<file path="config.mk">
export PLATFORM = sky130hd
export DESIGN_NAME = xor_checked_frame_receiver
export DESIGN_NICKNAME = d
export VERILOG_FILES = /design/src/rtl/core/xcfr_pkg.sv /design/src/rtl/core/xcfr_datapath.sv /design/src/rtl/core/xcfr_ctrl.sv /design/src/rtl/core/xor_checked_frame_receiver.sv
export SDC_FILE = /design/constraint.sdc
export NUM_CORES = 1
export LEC_CHECK = 0
export ABC_CLOCK_PERIOD_IN_PS = 5300
export BUFFER_PORTS_ARGS = -buffer_cell sky130_fd_sc_hd__buf_2
export CORE_ASPECT_RATIO = 0.9
export CORE_MARGIN = 2
export CORE_UTILIZATION = 35
export CTS_BUF_LIST = sky130_fd_sc_hd__clkbuf_4 sky130_fd_sc_hd__clkbuf_8
export DETAILED_ROUTE_END_ITERATION = 10
export PLACE_DENSITY_LB_ADDON = 0.12
export REMOVE_ABC_BUFFERS = 1
export SETUP_SLACK_MARGIN = 0.4
export SYNTH_ARGS = -nofsm -noshare
export SYNTH_HDL_FRONTEND = slang
export SYNTH_SLANG_ARGS = --single-unit
</file>
<file path="constraint.sdc">
create_clock -name clk_i -period 5.3 [get_ports clk_i]
set_input_delay 0.795 -clock clk_i [delete_from_list [all_inputs] [get_ports clk_i]]
set_output_delay 0.795 -clock clk_i [all_outputs]
set_load 0.02 [all_outputs]
</file>
<file path="src/rtl/core/xcfr_pkg.sv">
// Shared types and constants for the XOR-checked frame receiver.
// Used by xcfr_ctrl, xcfr_datapath and xor_checked_frame_receiver; depends on nothing.
package xcfr_pkg;

  // Field widths of the item ports
  localparam int unsigned BYTE_W   = 8;
  localparam int unsigned INDEX_W  = 6;
  localparam int unsigned LENGTH_W = 7;
  localparam int unsigned CFG_IDX_W = 1;

  // Frame layout
  localparam int unsigned FRAME_OVERHEAD = 6;
  localparam int unsigned LENGTH_POS     = 4;
  localparam int unsigned CHECK_START    = 2;

  // Header register reset values
  localparam logic [BYTE_W-1:0] HEADER_FIRST_RST  = 8'hCD;
  localparam logic [BYTE_W-1:0] HEADER_SECOND_RST = 8'hDC;

  // Configuration register indexes
  localparam logic [CFG_IDX_W-1:0] CFG_HEADER_FIRST  = 1'b0;
  localparam logic [CFG_IDX_W-1:0] CFG_HEADER_SECOND = 1'b1;

  // Operation codes of an input item
  localparam logic OP_BYTE  = 1'b0;
  localparam logic OP_REARM = 1'b1;

  // Controller to datapath
  typedef struct packed {
    logic take;     // input item accepted this cycle
    logic read_en;  // read frame store at the emit index
    logic advance;  // step the emit index
  } cmd_t;

  // Datapath to controller
  typedef struct packed {
    logic frame_good;  // current input byte completes a frame with good check
    logic last;        // emit index is at the final frame byte
  } sts_t;

endpackage

</file>
<file path="src/rtl/core/xcfr_datapath.sv">
// Datapath: header registers, frame store, fill count, XOR check and emit index.
// Depends on xcfr_pkg.
module xcfr_datapath #(
  parameter int unsigned BufferBytes = 64
) (
  input  logic                                  clk_i,
  input  logic                                  rst_ni,
  input  logic                                  cfg_we_i,
  input  logic [xcfr_pkg::CFG_IDX_W-1:0]        cfg_index_i,
  input  logic [xcfr_pkg::BYTE_W-1:0]           cfg_data_i,
  input  logic                                  operation_i,
  input  logic [xcfr_pkg::BYTE_W-1:0]           rx_byte_i,
  input  xcfr_pkg::cmd_t                        cmd_i,
  output xcfr_pkg::sts_t                        sts_o,
  output logic [xcfr_pkg::BYTE_W-1:0]           frame_byte_o,
  output logic [xcfr_pkg::INDEX_W-1:0]          byte_index_o,
  output logic [xcfr_pkg::LENGTH_W-1:0]         frame_length_o
);
  import xcfr_pkg::*;

  localparam int unsigned AddrW = (BufferBytes > 1) ? $clog2(BufferBytes) : 1;
  localparam int unsigned FillW = $clog2(BufferBytes + 1);
  localparam logic [FillW-1:0] FillMax = FillW'(BufferBytes);

  logic [BYTE_W-1:0] hdr_first_q, hdr_first_d;
  logic [BYTE_W-1:0] hdr_second_q, hdr_second_d;
  logic [FillW-1:0]  fill_q, fill_d;
  logic [BYTE_W-1:0] check_q, check_d;
  logic [8:0]        len_q, len_d;
  logic [AddrW-1:0]  rd_idx_q, rd_idx_d;
  logic [BYTE_W-1:0] rd_data_q;
  logic [BYTE_W-1:0] mem [BufferBytes];

  logic              rearm;
  logic              is_first, is_second, is_body;
  logic              store_en, len_hit;
  logic [FillW-1:0]  fill_inc;
  logic [BYTE_W-1:0] check_new;
  logic [31:0]       rd_ext, fill_ext;

  // Configuration writes
  always_comb begin
    hdr_first_d  = hdr_first_q;
    hdr_second_d = hdr_second_q;
    if (cfg_we_i) begin
      case (cfg_index_i)
        CFG_HEADER_FIRST:  hdr_first_d  = cfg_data_i;
        CFG_HEADER_SECOND: hdr_second_d = cfg_data_i;
        default: ;
      endcase
    end
  end

  // Frame hunt decode
  assign rearm     = (operation_i == OP_REARM);
  assign fill_inc  = fill_q + FillW'(1);
  assign check_new = check_q ^ rx_byte_i;
  assign is_first  = (fill_q == '0) && (rx_byte_i == hdr_first_q);
  assign is_second = (fill_q == FillW'(1)) && (rx_byte_i == hdr_second_q);
  assign is_body   = (fill_q >= FillW'(CHECK_START)) && (fill_q < FillMax);
  assign store_en  = cmd_i.take && !rearm && (is_first || is_second || is_body);
  // length byte is only trusted once index 4 was written in this hunt
  assign len_hit   = is_body && (fill_inc >= FillW'(FRAME_OVERHEAD))
                     && (32'(len_q) == 32'(fill_inc));

  assign sts_o.frame_good = !rearm && len_hit && (check_new == '0);

  // Fill count, running check and length capture
  always_comb begin
    fill_d  = fill_q;
    check_d = check_q;
    len_d   = len_q;
    if (cmd_i.take) begin
      if (rearm) begin
        fill_d  = '0;
        check_d = '0;
      end else if (is_first) begin
        fill_d = FillW'(1);
      end else if (is_second) begin
        fill_d  = FillW'(2);
        check_d = '0;
      end else if (is_body) begin
        fill_d  = fill_inc;
        check_d = check_new;
        if (fill_q == FillW'(LENGTH_POS)) begin
          len_d = 9'(rx_byte_i) + 9'(FRAME_OVERHEAD);
        end
        // bad check: drop the frame and hunt again
        if (len_hit && (check_new != '0)) begin
          fill_d = '0;
        end
      end else begin
        fill_d = '0;
      end
    end
  end

  // Emit index
  always_comb begin
    rd_idx_d = rd_idx_q;
    if (cmd_i.take) begin
      rd_idx_d = '0;
    end else if (cmd_i.advance) begin
      rd_idx_d = rd_idx_q + AddrW'(1);
    end
  end

  always_ff @(posedge clk_i or negedge rst_ni) begin
    if (!rst_ni) begin
      hdr_first_q  <= HEADER_FIRST_RST;
      hdr_second_q <= HEADER_SECOND_RST;
      fill_q       <= '0;
      check_q      <= '0;
      rd_idx_q     <= '0;
    end else begin
      hdr_first_q  <= hdr_first_d;
      hdr_second_q <= hdr_second_d;
      fill_q       <= fill_d;
      check_q      <= check_d;
      rd_idx_q     <= rd_idx_d;
    end
  end

  always_ff @(posedge clk_i) begin
    len_q <= len_d;
  end

  // Frame store: one write port, one registered read port
  always_ff @(posedge clk_i) begin
    if (store_en) begin
      mem[fill_q[AddrW-1:0]] <= rx_byte_i;
    end
  end

  always_ff @(posedge clk_i) begin
    if (cmd_i.read_en) begin
      rd_data_q <= mem[rd_idx_q];
    end
  end

  // Output fields; fill count holds the frame length while emitting
  assign rd_ext         = 32'(rd_idx_q);
  assign fill_ext       = 32'(fill_q);
  assign sts_o.last     = ((rd_ext + 32'd1) == fill_ext);
  assign frame_byte_o   = rd_data_q;
  assign byte_index_o   = rd_ext[INDEX_W-1:0];
  assign frame_length_o = fill_ext[LENGTH_W-1:0];

endmodule

</file>
<file path="src/rtl/core/xcfr_ctrl.sv">
// Controller: sequences byte intake and frame emission.
// Depends on xcfr_pkg.
module xcfr_ctrl (
  input  logic           clk_i,
  input  logic           rst_ni,
  input  logic           in_valid_i,
  input  logic           out_stall_i,
  input  xcfr_pkg::sts_t sts_i,
  output xcfr_pkg::cmd_t cmd_o,
  output logic           in_stall_o,
  output logic           out_valid_o
);
  import xcfr_pkg::*;

  localparam logic [1:0] ST_IDLE = 2'd0;
  localparam logic [1:0] ST_READ = 2'd1;
  localparam logic [1:0] ST_SHOW = 2'd2;

  logic [1:0] state_q, state_d;

  // Next state
  always_comb begin
    state_d = state_q;
    case (state_q)
      ST_IDLE: begin
        if (in_valid_i && sts_i.frame_good) begin
          state_d = ST_READ;
        end
      end
      ST_READ: state_d = ST_SHOW;
      ST_SHOW: begin
        if (!out_stall_i) begin
          state_d = sts_i.last ? ST_IDLE : ST_READ;
        end
      end
      default: state_d = ST_IDLE;
    endcase
  end

  always_ff @(posedge clk_i or negedge rst_ni) begin
    if (!rst_ni) begin
      state_q <= ST_IDLE;
    end else begin
      state_q <= state_d;
    end
  end

  // Commands and handshake
  assign cmd_o.take    = (state_q == ST_IDLE) && in_valid_i;
  assign cmd_o.read_en = (state_q == ST_READ);
  assign cmd_o.advance = (state_q == ST_SHOW) && !out_stall_i && !sts_i.last;
  assign in_stall_o    = (state_q != ST_IDLE);
  assign out_valid_o   = (state_q == ST_SHOW);

endmodule

</file>
<file path="src/rtl/core/xor_checked_frame_receiver.sv">
// Top level of the XOR-checked frame receiver: controller plus datapath.
// Depends on xcfr_pkg, xcfr_ctrl and xcfr_datapath.
//
//  channel  direction  handshake               payload
//  in       input      in_valid_i/in_stall_o   operation_i, rx_byte_i
//  out      output     out_valid_o/out_stall_i frame_byte_o, byte_index_o,
//                                              frame_length_o, last_o
//  cfg      input      cfg_we_i                cfg_index_i, cfg_data_i
//
// A received byte or rearm item is taken whenever the input is not stalled.
// A byte that completes a good frame starts its emission, with a frame store read
// state and an output state per byte, the output state held through output stalls;
// the input is stalled while the frame is emitted.
// Reset restores the header registers and clears the hunt; the store needs no clearing.
module xor_checked_frame_receiver #(
  parameter int unsigned BUFFER_BYTES = 64
) (
  input  logic                               clk_i,
  input  logic                               rst_ni,
  input  logic                               cfg_we_i,
  input  logic [xcfr_pkg::CFG_IDX_W-1:0]     cfg_index_i,
  input  logic [xcfr_pkg::BYTE_W-1:0]        cfg_data_i,
  input  logic                               in_valid_i,
  output logic                               in_stall_o,
  input  logic                               operation_i,
  input  logic [xcfr_pkg::BYTE_W-1:0]        rx_byte_i,
  output logic                               out_valid_o,
  input  logic                               out_stall_i,
  output logic [xcfr_pkg::BYTE_W-1:0]        frame_byte_o,
  output logic [xcfr_pkg::INDEX_W-1:0]       byte_index_o,
  output logic [xcfr_pkg::LENGTH_W-1:0]      frame_length_o,
  output logic                               last_o
);
  import xcfr_pkg::*;

  cmd_t cmd;
  sts_t sts;

  xcfr_ctrl u_ctrl (
    .clk_i       (clk_i),
    .rst_ni      (rst_ni),
    .in_valid_i  (in_valid_i),
    .out_stall_i (out_stall_i),
    .sts_i       (sts),
    .cmd_o       (cmd),
    .in_stall_o  (in_stall_o),
    .out_valid_o (out_valid_o)
  );

  xcfr_datapath #(
    .BufferBytes (BUFFER_BYTES)
  ) u_datapath (
    .clk_i          (clk_i),
    .rst_ni         (rst_ni),
    .cfg_we_i       (cfg_we_i),
    .cfg_index_i    (cfg_index_i),
    .cfg_data_i     (cfg_data_i),
    .operation_i    (operation_i),
    .rx_byte_i      (rx_byte_i),
    .cmd_i          (cmd),
    .sts_o          (sts),
    .frame_byte_o   (frame_byte_o),
    .byte_index_o   (byte_index_o),
    .frame_length_o (frame_length_o)
  );

  assign last_o = sts.last;

`ifndef SYNTHESIS
  // no intake while a frame is being emitted
  a_emit_blocks_input: assert property (@(posedge clk_i) disable iff (!rst_ni)
    out_valid_o |-> in_stall_o)
    else $error("input not stalled during frame emission");

  // emission ends after the final byte is taken
  a_last_ends_frame: assert property (@(posedge clk_i) disable iff (!rst_ni)
    (out_valid_o && !out_stall_i && last_o) |=> !out_valid_o)
    else $error("output still valid after final frame byte");

  // a rearm item never starts an emission
  a_rearm_no_emit: assert property (@(posedge clk_i) disable iff (!rst_ni)
    (in_valid_i && !in_stall_o && (operation_i == OP_REARM)) |=> !in_stall_o)
    else $error("rearm item started frame emission");
`endif

endmodule

</file>
==> results.ini, run 1 <==
[setup_path]
critPathMaxStageDelay_ps=860
arrival_ps=4420
slowest_stage=nor2_1
cp_common_cell=or3_4
path_cells=or3_4 > or3_4 > nor4_4 > o31a_1 > nand4b_1 > nor2_1
worstPathMaxFanout=18
critPathTopFamily=simple AND/OR/NAND/NOR gates
path_class=reg -> reg
crit_path_start_kind=flop
cp_data_required_time_ps=5600
end_kind=flop
path_buf_inv=0

[timing]
fmax_mhz=243
fin_crit_ps=4120
setup_slack_ps=1180
rsz0062_at_grt=false
hold_viol=0
fin_tns_setup_ps=0
slew_viol_final=0
setup_viol=0
period_share_pct=77.7
final.setup_skew_ps=32.1
slew_headroom_pct=30.3
tightest_slew_ps=1050

[floorplan]
die_w_um=274
rows=89
start_util_pct=35.2
dieArea_um2=67700
io-pin-count=47
die_h_um=247
core_area_um2=65300

[synth]
synth-simple-area-share_pct=3.99
ys.flop_type=edfxtp_1
postSynthAreaPerCell_um2=20.4
yosysWarnings=0
ys_ff_latch=568
synth_top_area_share_pct=69.2
synth_top_family_by_area=multiplexers
yosys.area_share.adder_pct=0.327
synth_async_sr_flop_share_pct=6.87
yosys-top-cells-area=edfxtp_1 (69%), mux4_2 (16%), dfrtp_1 (3.2%)
syn_area_um2=23000
synth_mux_area_share_pct=17.2
synth_edf_count=529
synthCells=1124
yosysUniqueCellTypes=56
synth_xor_area_share_pct=2.01
ys_seq_area_share_pct=73.5
synth_top_area_cell=edfxtp_1
synth_compound_area_share_pct=1.71

[power_and_ir_drop]
p_sw_mw=1.89
power_leakage_nw=8.09
peakVddDrop_mv=0.160
netSwitchingFraction_pct=21.3
p_comb_share_pct=2.0
p_int_mw=6.96
fin_total_pwr_mw=8.85
clkPwrFrac_pct=42.1
p_seq_share_pct=55.9
power_density_nw_per_um2=340

[finish]
fin_cells=2163
final_area_um2=26000
layout_common_cells=edfxtp_1 (529), mux4_2 (162), clkbuf_8 (99)
syn_to_final_growth_pct=13.4
layout_commonest_cell=edfxtp_1
layout.nets=1253
fillers=5936
drive_gt1_share_pct=31.6

[route]
first_iter_violations=831
vias_per_cell=5.20
wire_per_inst_um=27.4
routed_wl_um=59300
ant_nets=0
vias=11300
drc=0
detail_route.first_pass.iterations=5

[global_routing]
gr-total-overflow=0
grtUsageTotal_pct=18.0
grt_max_degree=129
grt_pass1_vias=11500
grt_pass1_wl_um=85500
antenna_found_initial=10

[place]
post-place-ws_ps=1100
placed_cells=1992
gp_congestion=0.766
portBuffers=46
dpl_cell_area_um2=24200
dp_hpwl_um=36700

[clock_network]
cts_post_setup_buffers_inserted=0
htreeDepth=3
cts_hold_buf=0
clkSinkCount=568
cts_resized=0
clockRootBuffer=clkbuf_8
cts.clk_slew.worst_paths_ps=60
numCtsBuffers=94
clkLatencyLatePin_ps=690
clk_path_buf_depth=3
cts_tree=yes

[status]
status=completed

[flow_run]
maxCapViolations=0

[hold_path]
hold_path.class=in -> async

final cells by class:
class,instances,area [um2],share of cell area (%)
clock buffer,123,1540,5.92
sequential,568,16900,64.8
inverter,9,33.8,0.130
timing repair buffer,72,463,1.78
clock inverter,45,245,0.942
tap,864,1080,4.15
antenna,3,7.51,0.0288
multi-input combinational,479,5790,22.2
power by group through the flow:
| stage | combinational, mW | clock, mW | sequential (mW) |
|---|---|---|---|
| global route | 0.196 | 4.02 | 4.95 |
| finish | 0.177 | 3.73 | 4.95 |
| CTS | 0.183 | 3.83 | 4.95 |
| detailed placement | 0.183 | 0 | 5.04 |
| global placement | 0.180 | 0 | 5.04 |
| floorplan | 0.0603 | 0 | 5.03 |
cells in the mapped netlist, types with 6 or more instances:
| master | instances |
|---|---|
| edfxtp_1 | 529 |
| mux4_2 | 162 |
| nor2_1 | 79 |
| clkbuf_1 | 44 |
| xnor2_1 | 33 |
| nand2_1 | 30 |
| dfrtp_1 | 29 |
| buf_1 | 18 |
| xor2_1 | 17 |
| mux2_2 | 16 |
| nand3_1 | 13 |
| mux2i_1 | 11 |
| nor2b_1 | 11 |
| dfstp_2 | 10 |
| inv_1 | 8 |
| nor3_1 | 8 |
| a221o_1 | 7 |
| o211ai_1 | 7 |
| ha_1 | 6 |
| nand2b_1 | 6 |
| or3_1 | 6 |
kinds of logic (layout without fill, tap and decap cells):
logic type / count (synthesis) / count (layout)
AO/OA/AOI/OAI: 50 / 50
XOR/XNOR: 51 / 51
adder cells (fa/ha/maj): 6 / 6
buffers and inverters: 77 / 249
flip-flops: 568 / 568
multiplexers: 189 / 189
other: 0 / 3
AND/OR/NAND/NOR: 183 / 183
path summary, 6_finish.rpt:
| kind | startpoint | to | slack, ps | cells after the start |
|---|---|---|---|---|
| max | u_datapath.frame_length_o[3] | u_datapath.mem[26][4] | 1180 | 6 |
| min | rst_ni | u_datapath.frame_length_o[5] | 270 | 1 |
| max reg2reg | u_datapath.frame_length_o[3] | u_datapath.mem[26][4] | 1180 | 6 |
| min reg2reg | u_datapath.hdr_second_q[1] | u_datapath.hdr_second_q[1] | 540 | 1 |
| max in group asynchronous | rst_ni | u_datapath.byte_index_o[0] | 4320 | 1 |
| min in group clk_i | out_stall_i | u_ctrl.state_q[1] | 350 | 2 |
state kept, by name (all words and copies together), names as in the netlist, 6 cells and up:
signal and count:
u_datapath.byte_index_o 6, u_datapath.check_q 8, u_datapath.frame_byte_o 8, u_datapath.frame_length_o 7
u_datapath.hdr_first_q 8, u_datapath.hdr_second_q 8, u_datapath.len_q 9, u_datapath.mem 512
through the flow:
stage | util, % | hold WS (ps)
floorplan | - | 499
global placement | 37.2 | 533
detailed placement | 37.2 | 536
CTS | 39.9 | 250
global route | 39.9 | 297
finish | 39.9 | 275
metal layers:
metal | part of all wire [%] | vias to the layer above | track usage (%) | routed length [um]
met3 | 7.2 | 92 | 5.47 | 4290
met1 | 46 | 6000 | 26.2 | 27500
met5 | 0.040 | - | 0 | 24
met4 | 1.7 | 4 | 4.36 | 1020
met2 | 45 | 327 | 26.4 | 26500
li1 | - | 4827 | - | -
Note: power is estimated with default switching activity, not from simulation.
==> run 2: changes to the inputs <==
--- a/config.mk
+++ b/config.mk
@@ -5,7 +5,7 @@
 export SDC_FILE = /design/constraint.sdc
 export NUM_CORES = 1
 export LEC_CHECK = 0
-export ABC_CLOCK_PERIOD_IN_PS = 5300
+export ABC_CLOCK_PERIOD_IN_PS = 3400
 export BUFFER_PORTS_ARGS = -buffer_cell sky130_fd_sc_hd__buf_2
 export CORE_ASPECT_RATIO = 0.9
 export CORE_MARGIN = 2
==> constraint.sdc (replaced) <==
create_clock -name clk_i -period 3.4 [get_ports clk_i]
set_input_delay 0.51 -clock clk_i [delete_from_list [all_inputs] [get_ports clk_i]]
set_output_delay 0.51 -clock clk_i [all_outputs]
set_load 0.02 [all_outputs]
==> run 2 against run 1 <==
  * Die area unchanged
  * Non-clock buffer count rose by 111
  * Global-route usage rose by 0.45 points
  * Count of clock-buffer cells in the layout shrank 5
  * Via count grew 3.7%
  * Core utilization up 1.6 points
  * Critical path type unchanged
  * Critical endpoint is now u_datapath.frame_byte_o[0]
==> results.ini, run 2 (synthesized netlist as in run 1, its figures left out) <==
[status]
status=completed

[floorplan]
die_w_um=274
start_util_pct=35.2
io-pin-count=47
core_area_um2=65300
rows=89
die_h_um=247
dieArea_um2=67700

[timing]
period_share_pct=86.3
holdWs_ps=87.9
fin_crit_ps=2940
hold_viol=0
setup_slack_ps=464
slew_viol_final=0
fin_tns_setup_ps=0
fmax_mhz=341
slew_headroom_pct=36.7
final.setup_skew_ps=26.1
setup_viol=0
rsz0062_at_grt=true
tightest_slew_ps=950

[finish]
postLayoutCoreUtil_pct=41.5
syn_to_final_growth_pct=18.0
layout.nets=1361
final_area_um2=27100
layout_commonest_cell=edfxtp_1
fin_cells=2267
drive_gt1_share_pct=38.4
layout_common_cells=edfxtp_1 (529), mux4_2 (162), buf_4 (118)
largest_reg_flops=512

[setup_path]
path_cells=buf_6 > buf_12 > mux4_2 > mux4_2 > mux4_2
critPathMaxStageDelay_ps=600
cp_data_required_time_ps=3820
slowest_stage=mux4_2
cp_common_cell=mux4_2
arrival_ps=3360
path_buf_inv=2
critPathTopFamily=multiplexers
worstPathMaxFanout=17
path_class=reg -> reg
crit_path_start_kind=flop
end_kind=flop

[hold_path]
hold_path.class=in -> reg

[route]
vias=11700
vias_per_cell=5.14
ant_nets=0
drc=0
detail_route.first_pass.iterations=4
first_iter_violations=891
wire_per_inst_um=26.8
routed_wl_um=60800

[clock_network]
htreeDepth=3
cts.clk_slew.worst_paths_ps=60
clkSinkCount=568
cts_tree=yes
clk_path_buf_depth=3
numCtsBuffers=91
clockRootBuffer=clkbuf_8
clkLatencyLatePin_ps=690

[global_routing]
gr-total-overflow=0
grtUsageTotal_pct=18.4
grt_max_degree=71
antenna_found_initial=10
grt_pass1_wl_um=88000
grt_pass1_vias=12200

[power_and_ir_drop]
power_leakage_nw=8.70
power_density_nw_per_um2=510
peakVddDrop_mv=0.267
fin_total_pwr_mw=13.8

[place]
portBuffers=46
gp_congestion=0.800
placed_cells=2083
dpl_cell_area_um2=25000
dp_hpwl_um=39100
post-place-ws_ps=200

[flow_run]
maxCapViolations=0

[run 2: final cells by class]
class                   count  area [um2]
multi-input cells         479        5900
diodes                      2        5.00
flip-flops and latches    568       16900
well taps                 864        1080
repair buffers            183        1410
inverters                   9        33.8
fillers                  5859       38200
clock inverters            44         304
clock buffers             118        1480
[run 2: routing by layer]
| layer | vias to the layer above | global-route usage, % | share of wire (%) |
|---|---|---|---|
| met1 | 6165 | 27.3 | 47 |
| met5 | - | 0 | 0.044 |
| met2 | 384 | 27.8 | 45 |
| met4 | 4 | 4.40 | 1.7 |
| met3 | 76 | 4.06 | 6.0 |
| li1 | 5033 | - | - |
[run 2: path summary, 6_finish.rpt]
path | start | endpoint | slack [ps] | cells after the start
max in group asynchronous | rst_ni | u_datapath.byte_index_o[1] | 2190 | 2
hold reg to reg | u_datapath.hdr_first_q[4] | u_datapath.hdr_first_q[4] | 530 | 1
setup reg to reg | u_datapath.byte_index_o[0] | u_datapath.frame_byte_o[0] | 460 | 5
min in group asynchronous | rst_ni | u_datapath.frame_length_o[1] | 520 | 2
hold / removal | cfg_data_i[4] | u_datapath.hdr_first_q[4] | 90 | 2
setup / recovery | u_datapath.byte_index_o[0] | u_datapath.frame_byte_o[0] | 460 | 5
[run 2: timing repair]
item	CTS	global route
endpoints found under the hold margin	30	0
gates resized for setup	11	25
endpoints found under the setup margin	126	132
hold buffers	2	0
setup buffers	6	12
pin swaps	5	12
[run 2: worst register-to-register path, stage by stage (launching register included)]
cell and delay, ps:
dfrtp_4 420, buf_6 300, buf_12 260, mux4_2 600, mux4_2 600, mux4_2 510
[run 2: report_power, final]
group	total, mW	internal, mW	switching (mW)
clock	5.82	3.14	2.68
sequential	7.71	7.68	0.0256
combinational	0.293	0.0841	0.209
